--- src/sv/wris_pkg.sv ---
// ----------------------------------------------------------------------------
// wris_pkg: shared types for the weighted random index select block
// Transfer structs, the walk token handed from cell to cell, size constants.
// ----------------------------------------------------------------------------
package wris_pkg;

	localparam int WRIS_MAX_WEIGHTS = 64;
	localparam int WRIS_WEIGHT_W    = 15;
	localparam int WRIS_OUT_IDX_W   = 6;

	// token widths cover the largest list the block supports (1024 weights)
	localparam int WRIS_TOK_IDX_W  = 10;
	localparam int WRIS_TOK_CNT_W  = 11;
	localparam int WRIS_TOK_ROLL_W = 26;

	localparam logic WRIS_OP_PUSH = 1'b0;
	localparam logic WRIS_OP_DRAW = 1'b1;

	typedef struct packed {
		logic               opcode;
		logic signed [15:0] weight;
		logic        [15:0] random_fraction;
	} wris_in_t;

	typedef struct packed {
		logic [WRIS_OUT_IDX_W-1:0] chosen_index;
		logic                      none_found;
	} wris_out_t;

	typedef struct packed {
		logic                              valid;
		logic                              hit;
		logic signed [WRIS_TOK_ROLL_W-1:0] roll;
		logic        [WRIS_TOK_IDX_W-1:0]  idx;
		logic        [WRIS_TOK_CNT_W-1:0]  rem;
	} wris_tok_t;

endpackage

--- src/sv/wris_cell.sv ---
// ----------------------------------------------------------------------------
// wris_cell: one slot of the weight chain
// Holds one clamped weight and applies it to the walk token passing through.
// ----------------------------------------------------------------------------
module wris_cell import wris_pkg::*; #(
	parameter int CELL_IDX = 0
) (
	input  logic                     clk,
	input  logic                     arst_n,
	input  logic                     wr_en,
	input  logic [WRIS_WEIGHT_W-1:0] wr_data,
	input  wris_tok_t                tok_i,
	output wris_tok_t                tok_o
);

	logic [WRIS_WEIGHT_W-1:0]          w_q;
	logic signed [WRIS_TOK_ROLL_W-1:0] roll_sub;
	wris_tok_t                         tok_d;
	wris_tok_t                         tok_q;

	always_ff @(posedge clk) begin
		if (wr_en) begin
			w_q <= wr_data;
		end
	end

	assign roll_sub = tok_i.roll - $signed({{(WRIS_TOK_ROLL_W-WRIS_WEIGHT_W){1'b0}}, w_q});

	always_comb begin
		tok_d = tok_i;
		// rem counts the slots still inside the list; past it the token just rides
		if (tok_i.valid && !tok_i.hit && tok_i.rem != '0) begin
			tok_d.rem = tok_i.rem - 1'b1;
			if (w_q != '0) begin
				tok_d.roll = roll_sub;
				if (roll_sub[WRIS_TOK_ROLL_W-1] || roll_sub == '0) begin
					tok_d.hit = 1'b1;
					tok_d.idx = WRIS_TOK_IDX_W'(CELL_IDX);
				end
			end
		end
	end

	always_ff @(posedge clk or negedge arst_n) begin
		if (!arst_n) begin
			tok_q <= '0;
		end else begin
			tok_q <= tok_d;
		end
	end

	assign tok_o = tok_q;

endmodule

--- config.mk ---
export PLATFORM = sky130hd
export DESIGN_NAME = wris_cell
export DESIGN_NICKNAME = d
export VERILOG_FILES = /design/src/sv/wris_pkg.sv /design/src/sv/wris_cell.sv
export SDC_FILE = /design/constraint.sdc
export NUM_CORES = 1
export LEC_CHECK = 0
export BUFFER_PORTS_ARGS = -buffer_cell sky130_fd_sc_hd__buf_2
export CORE_MARGIN = 4
export CORE_UTILIZATION = 38
export CTS_CLUSTER_SIZE = 12
export DETAILED_ROUTE_END_ITERATION = 12
export HOLD_SLACK_MARGIN = 0.06
export PLACE_DENSITY = 0.6
export SETUP_SLACK_MARGIN = 0.4
export SYNTH_ARGS = -nofsm -noshare
export SYNTH_HDL_FRONTEND = slang
export SYNTH_SLANG_ARGS = --single-unit
--- constraint.sdc ---
create_clock -name clk -period 3.37 [get_ports clk]
set_clock_uncertainty 0.1 [all_clocks]
set_input_delay 1.011 -clock clk [delete_from_list [all_inputs] [get_ports clk]]
set_output_delay 1.011 -clock clk [all_outputs]
set_load 0.005 [all_outputs]
==> results of run 1 <==
==> state kept, by name, summed over array words and instances, names as in the netlist <==
| register | flops |
|---|---|
| tok_o | 49 |
| w_q | 15 |
==> cell usage in the layout (no fill, tap or decap), types with 4 or more instances in the layout <==
master,netlist,routed
a21o_1,6,6
a21oi_1,19,14
a21oi_2,1,5
buf_2,5,113
buf_4,1,86
clkbuf_8,0,11
dfrtp_1,49,49
edfxtp_1,15,15
ha_1,16,8
ha_4,0,5
inv_1,24,22
mux2_2,4,4
nand2_1,36,36
nand2b_1,6,6
nand4_1,7,7
nor2_1,29,28
nor2b_1,4,4
nor3_1,17,13
nor4_1,10,9
o21ai_0,19,19
o31a_1,4,4
o31ai_1,5,4
or3_1,7,6
xnor2_1,8,8
xor2_1,20,20
==> worst max-delay path, cell delays in order <==
cell      delay (ns)
buf_12          0.11
inv_12          0.04
ha_4            0.12
inv_2           0.04
fa_2            0.36
buf_4           0.15
xnor2_1         0.17
nand4_1         0.19
nor4_1          0.33
nand4_1         0.13
or4_4           0.54
nor4_4          0.25
buf_6           0.18
nand2b_1        0.10
==> layout make-up <==
cell class	instances	area [µm²]
Clock buffer	14	205
Clock inverter	1	5.00
Fill cell	817	3800
Inverter	24	103
Multi-Input combinational cell	272	2080
Sequential cell	64	1680
Tap cell	129	161
Timing Repair Buffer	205	1300
==> metal layers <==
metal / up-vias / wire length [µm] / GRT usage
li1: 1757 / - / -
met1: 1605 / 5100 / 0.267
met2: 140 / 4850 / 0.306
met3: 15 / 793 / 0.0486
met4: 0 / 225 / 0.0768
met5: - / 0 / 0
==> report_power, final <==
part	switching [mW]	internal [mW]
Clock	0.295	0.393
Sequential	0.0197	0.856
Combinational	0.349	0.334
Total	0.663	1.58
==> metrics by stage <==
step	utilization	power, mW
4_1_cts	0.581	2.23
3_3_place_gp	0.546	1.51
6_report	0.592	2.25
3_5_place_dp	0.546	1.52
2_1_floorplan	-	1.18
5_1_grt	0.592	2.37
==> final timing paths <==
kind,start,end,slack (ns)
min in group asynchronous,arst_n,tok_o[41]$_DFF_PN0_,0.76
max reg2reg,w_q[0]$_DFFE_PP_,tok_o[47]$_DFF_PN0_,0.15
min,w_q[0]$_DFFE_PP_,tok_o[21]$_DFF_PN0_,0.60
max in group asynchronous,arst_n,tok_o[1]$_DFF_PN0_,1.75
min reg2reg,w_q[0]$_DFFE_PP_,tok_o[21]$_DFF_PN0_,0.60
max,tok_i[21],tok_o[47]$_DFF_PN0_,-0.20
==> cell families after synthesis <==
| family | after synthesis | synth area share |
|---|---|---|
| xor+xnor | 28 | 0.0667 |
| buf+inv | 35 | 0.0385 |
| flops | 64 | 0.456 |
| fa+ha+maj | 17 | 0.0599 |
| mux | 4 | 0.0123 |
| compound gates | 86 | 0.169 |
| simple gates | 137 | 0.198 |
==> timing repair <==
action | CTS | global route
endpoints found under the setup margin | 17 | 20
pin swaps | 10 | 7
gates resized for setup | 21 | 16
buffers inserted | 1 | 1
gates cloned | 0 | 0
==> results.toml, run 1 <==
[pwr]
power_density_mw_per_mm2 = 406
power_leakage_nw = 2.61
ir_drop_mv = 0.211

[cts]
cts_tree = "done"
cts_max_path_buffers = 2
h-tree-depth = 3
path_clk_slew_ns = 0.07
holdBufCountCts = 0
cts_sinks = 64
cts_made_buffers = 9
clk_latency_ns = 0.35
clock-root-buffer = "clkbuf_8"

[placed_design]
dp_cells = 692
io_buffers = 115
dp_slack_ns = -0.653
postPlaceCellArea_mm2 = 0.00509
dp_hpwl_um = 8650
place_congestion = 0.876

[sta]
setup-tns-final_ns = -2.11
worst_pin_slew_ns = 1.06
fin_hold_ws_ns = 0.601
clock.fmax_mhz = 280
setup_violations = 11
grt_setup_unrepaired = "true"
slew_headroom = 0.295
fin_crit_sh = 1.06
report.final.slew_viol_count = 0
fin_crit_ns = 3.57
report.final.hold_viol_count = 0
fin_ws_ns = -0.195

[logic_synthesis]
synth_edf_count = 15
synthCells = 371
syn-num-nets = 455
synthTopCellsByArea = "dfrtp_1 33%, edfxtp_1 12%, ha_1 5.4%"
ys_seq_area_frac = 0.456
synth_cell_types = 61
synth_warnings = 0
ys_ff_latch = 64
async_reset_ff_frac = 0.766
syn_area_per_cell_um2 = 9.91
synth_most_common_cell = "dfrtp_1"
syn_area_mm2 = 0.00367
yosysTopAreaCell = "dfrtp_1"
synth.top_cell.area_share = 0.334
synth-main-ff-cell = "dfrtp_1"
synth_top_cells_by_count = "49 x dfrtp_1, 36 x nand2_1, 29 x nor2_1"

[outcome]
violations = "setup timing"
status = "finished, violations left"

[worst_setup_path]
critPathKind = "in2reg"
crit_fanout = 11
arrival_ns = 3.74
worstSetupStartpointType = "primary input"
end_kind = "flop"
reg2regPathDepth = 12
cp_data_required_time_ns = 3.55

[finish]
instances_no_fill = 709
syn_to_final_growth_pct = 50.4
nets = 660
stdcell_area_mm2 = 0.00553
n_antenna_cell = 0
final_layout_size_suffix_gt1_frac = 0.460

[global_route]
grt_max_degree = 50
antenna_found_initial = 0
grtUsageTotal = 0.198
grt.overflow.total = 0
grt_pass1_wl_um = 17500
grt_pass1_vias = 3545

[floorplan]
core_mm2 = 0.00933
die-width_um = 106
dieArea_mm2 = 0.0113
start_util = 0.394
boundaryPins = 116
die_h_um = 106
rows = 35

[job]
cap_viol_max_count = 0

[hold_path]
hold_class = "reg2reg"
holdPathStages = 2

[routing]
firstDrtPassIters = 4
wirelength_um = 11000
ant_nets = 0
avgViaCountPerCell = 4.96
drt_iter0_drc = 171
drc = 0
drt-wirelength-per-cell_um = 15.5
vias = 3517
(Power assumes the default switching activity.)
==> run 2: changes to the inputs <==
- CORE_UTILIZATION: 38 -> 51
- PLACE_DENSITY: 0.6 -> 0.78
==> results.toml, run 2 (same netlist as run 1, synthesis figures left out) <==
[finish]
stdcell_area_mm2 = 0.00561
n_antenna_cell = 0
final_layout_size_suffix_gt1_frac = 0.485
regArea_mm2 = 0.00168
multi_input_area_mm2 = 0.00217
layout_common_cells = "112 x buf_2, 93 x buf_4, 49 x dfrtp_1, 36 x nand2_1, 26 x nor2_1"
final_common_cell = "buf_2"
largest_register_ffs = 49
syn_to_final_growth_pct = 52.7
nets = 667
fill_cells = 468

[floorplan]
rows = 30
core_mm2 = 0.00691
die-width_um = 92.9
dieArea_mm2 = 0.00863
die_h_um = 92.9
start_util = 0.532
boundaryPins = 116

[routing]
wl_met3_um = 1110
drt_iter0_drc = 434
ant_nets = 0
wirelength_um = 12100
drc = 0
maxUsedRoutingLayer = "met4"
drt-wirelength-per-cell_um = 17.7
met2_wirelength_um = 5930
firstDrtPassIters = 7
wl_met1_um = 4580
vias = 3897
avgViaCountPerCell = 5.70

[worst_setup_path]
crit_fanout = 5
cp_data_required_time_ns = 3.51
end_kind = "flop"
crit_chain = "buf_12, inv_12, ha_4, inv_2, fa_2, a211oi_4, nor2_1, xor2_1, nor4_1, nand4_1, or4_4, nor4_4, buf_4, nor2_1"
cpPeakStageDelay_ns = 0.55
arrival_ns = 3.82
critPathKind = "in2reg"
reg2regPathDepth = 12
crit_path_frequent_cell = "nor2_1"
worstSetupStartpointType = "primary input"
slowest_stage = "or4_4"

[pwr]
p_total_mw = 2.27
power_leakage_nw = 2.64
ir_drop_mv = 0.320
power_density_mw_per_mm2 = 405

[placed_design]
postPlaceCellArea_mm2 = 0.00506
dp_hpwl_um = 8910
io_buffers = 115
place_congestion = 0.926
dp_slack_ns = -0.631

[cts]
h-tree-depth = 3
clk_latency_ns = 0.36
clock-root-buffer = "clkbuf_8"
cts_sinks = 64
holdBufCountCts = 0
cts_max_path_buffers = 2
cts_made_buffers = 9
path_clk_slew_ns = 0.08
cts_tree = "done"

[sta]
report.final.hold_viol_count = 0
slew_headroom = 0.308
fin_hold_ws_ns = 0.607
report.final.slew_viol_count = 0
fin_crit_ns = 3.67
fin_ws_ns = -0.304
fin_crit_sh = 1.09
worst_pin_slew_ns = 1.04
clock.fmax_mhz = 272
grt_setup_unrepaired = "true"
setup_violations = 11

[outcome]
violations = "setup timing"
status = "finished, violations left"

[global_route]
grt_pass1_wl_um = 17600
grtUsageTotal = 0.265
grt_max_degree = 50
grt.overflow.total = 0
antenna_found_initial = 0
grt_pass1_vias = 3698

[hold_path]
holdPathStages = 2
hold_class = "reg2reg"

[job]
cap_viol_max_count = 0
==> run 2: changes by cell type in the layout (fill, tap and decap cells not counted), moves of 3 or more <==
cell / previous run / this run
ha_2: 3 / 0
ha_4: 5 / 10
buf_4: 86 / 93
buf_6: 3 / 6
==> run 2: area by class of cell <==
cell class	instances	share of cell area
flip-flops and latches	64	0.299
repair buffers	212	0.240
multi-input cells	272	0.386
inverters	24	0.0183
well taps	96	0.0214
clock inverters	5	0.00647
clock buffers	11	0.0290
==> run 2: metal layers <==
layer	global-route usage	vias up
met5	0	-
met4	0.120	0
met3	0.0674	52
met2	0.440	269
met1	0.323	1809
li1	-	1767
==> run 2: path summary, 6_finish.rpt <==
check | from | to | slack, ns
hold reg to reg | w_q[0]$_DFFE_PP_ | tok_o[21]$_DFF_PN0_ | 0.61
setup reg to reg | w_q[0]$_DFFE_PP_ | tok_o[15]$_DFF_PN0_ | 0.03
setup / recovery | tok_i[21] | tok_o[15]$_DFF_PN0_ | -0.30
min in group asynchronous | arst_n | tok_o[33]$_DFF_PN0_ | 0.74
hold / removal | w_q[0]$_DFFE_PP_ | tok_o[21]$_DFF_PN0_ | 0.61
max in group asynchronous | arst_n | tok_o[7]$_DFF_PN0_ | 1.78
==> run 2: per-stage QoR <==
step	TNS [ns]	cells	utilization
final	-3.11	684	0.812
after global routing	-4.07	684	0.812
after CTS	-2.18	679	0.770
after detailed placement	-7.14	662	0.733
after global placement	-5.98	662	0.733
after floorplan	-2.51	371	-
==> run 2: critical path, delay by kind of cell <==
family,cells,cell delay (ns)
XOR/XNOR,1,0.16
AND/OR/NAND/NOR,6,1.49
adder cells (fa/ha/maj),2,0.48
AO/OA/AOI/OAI,1,0.27
buffers and inverters,4,0.39
==> run 2: power by group <==
part / leakage, nW / internal [mW] / switching (mW)
clock network: 0.101 / 0.335 / 0.327
logic: 1.81 / 0.355 / 0.379
registers: 0.723 / 0.856 / 0.0214
==> run 2: what timing repair did <==
item	in CTS	in global routing
gates resized for setup	10	46
endpoints found under the setup margin	17	22
setup buffers	1	4
pin swaps	6	14
gates cloned	0	1
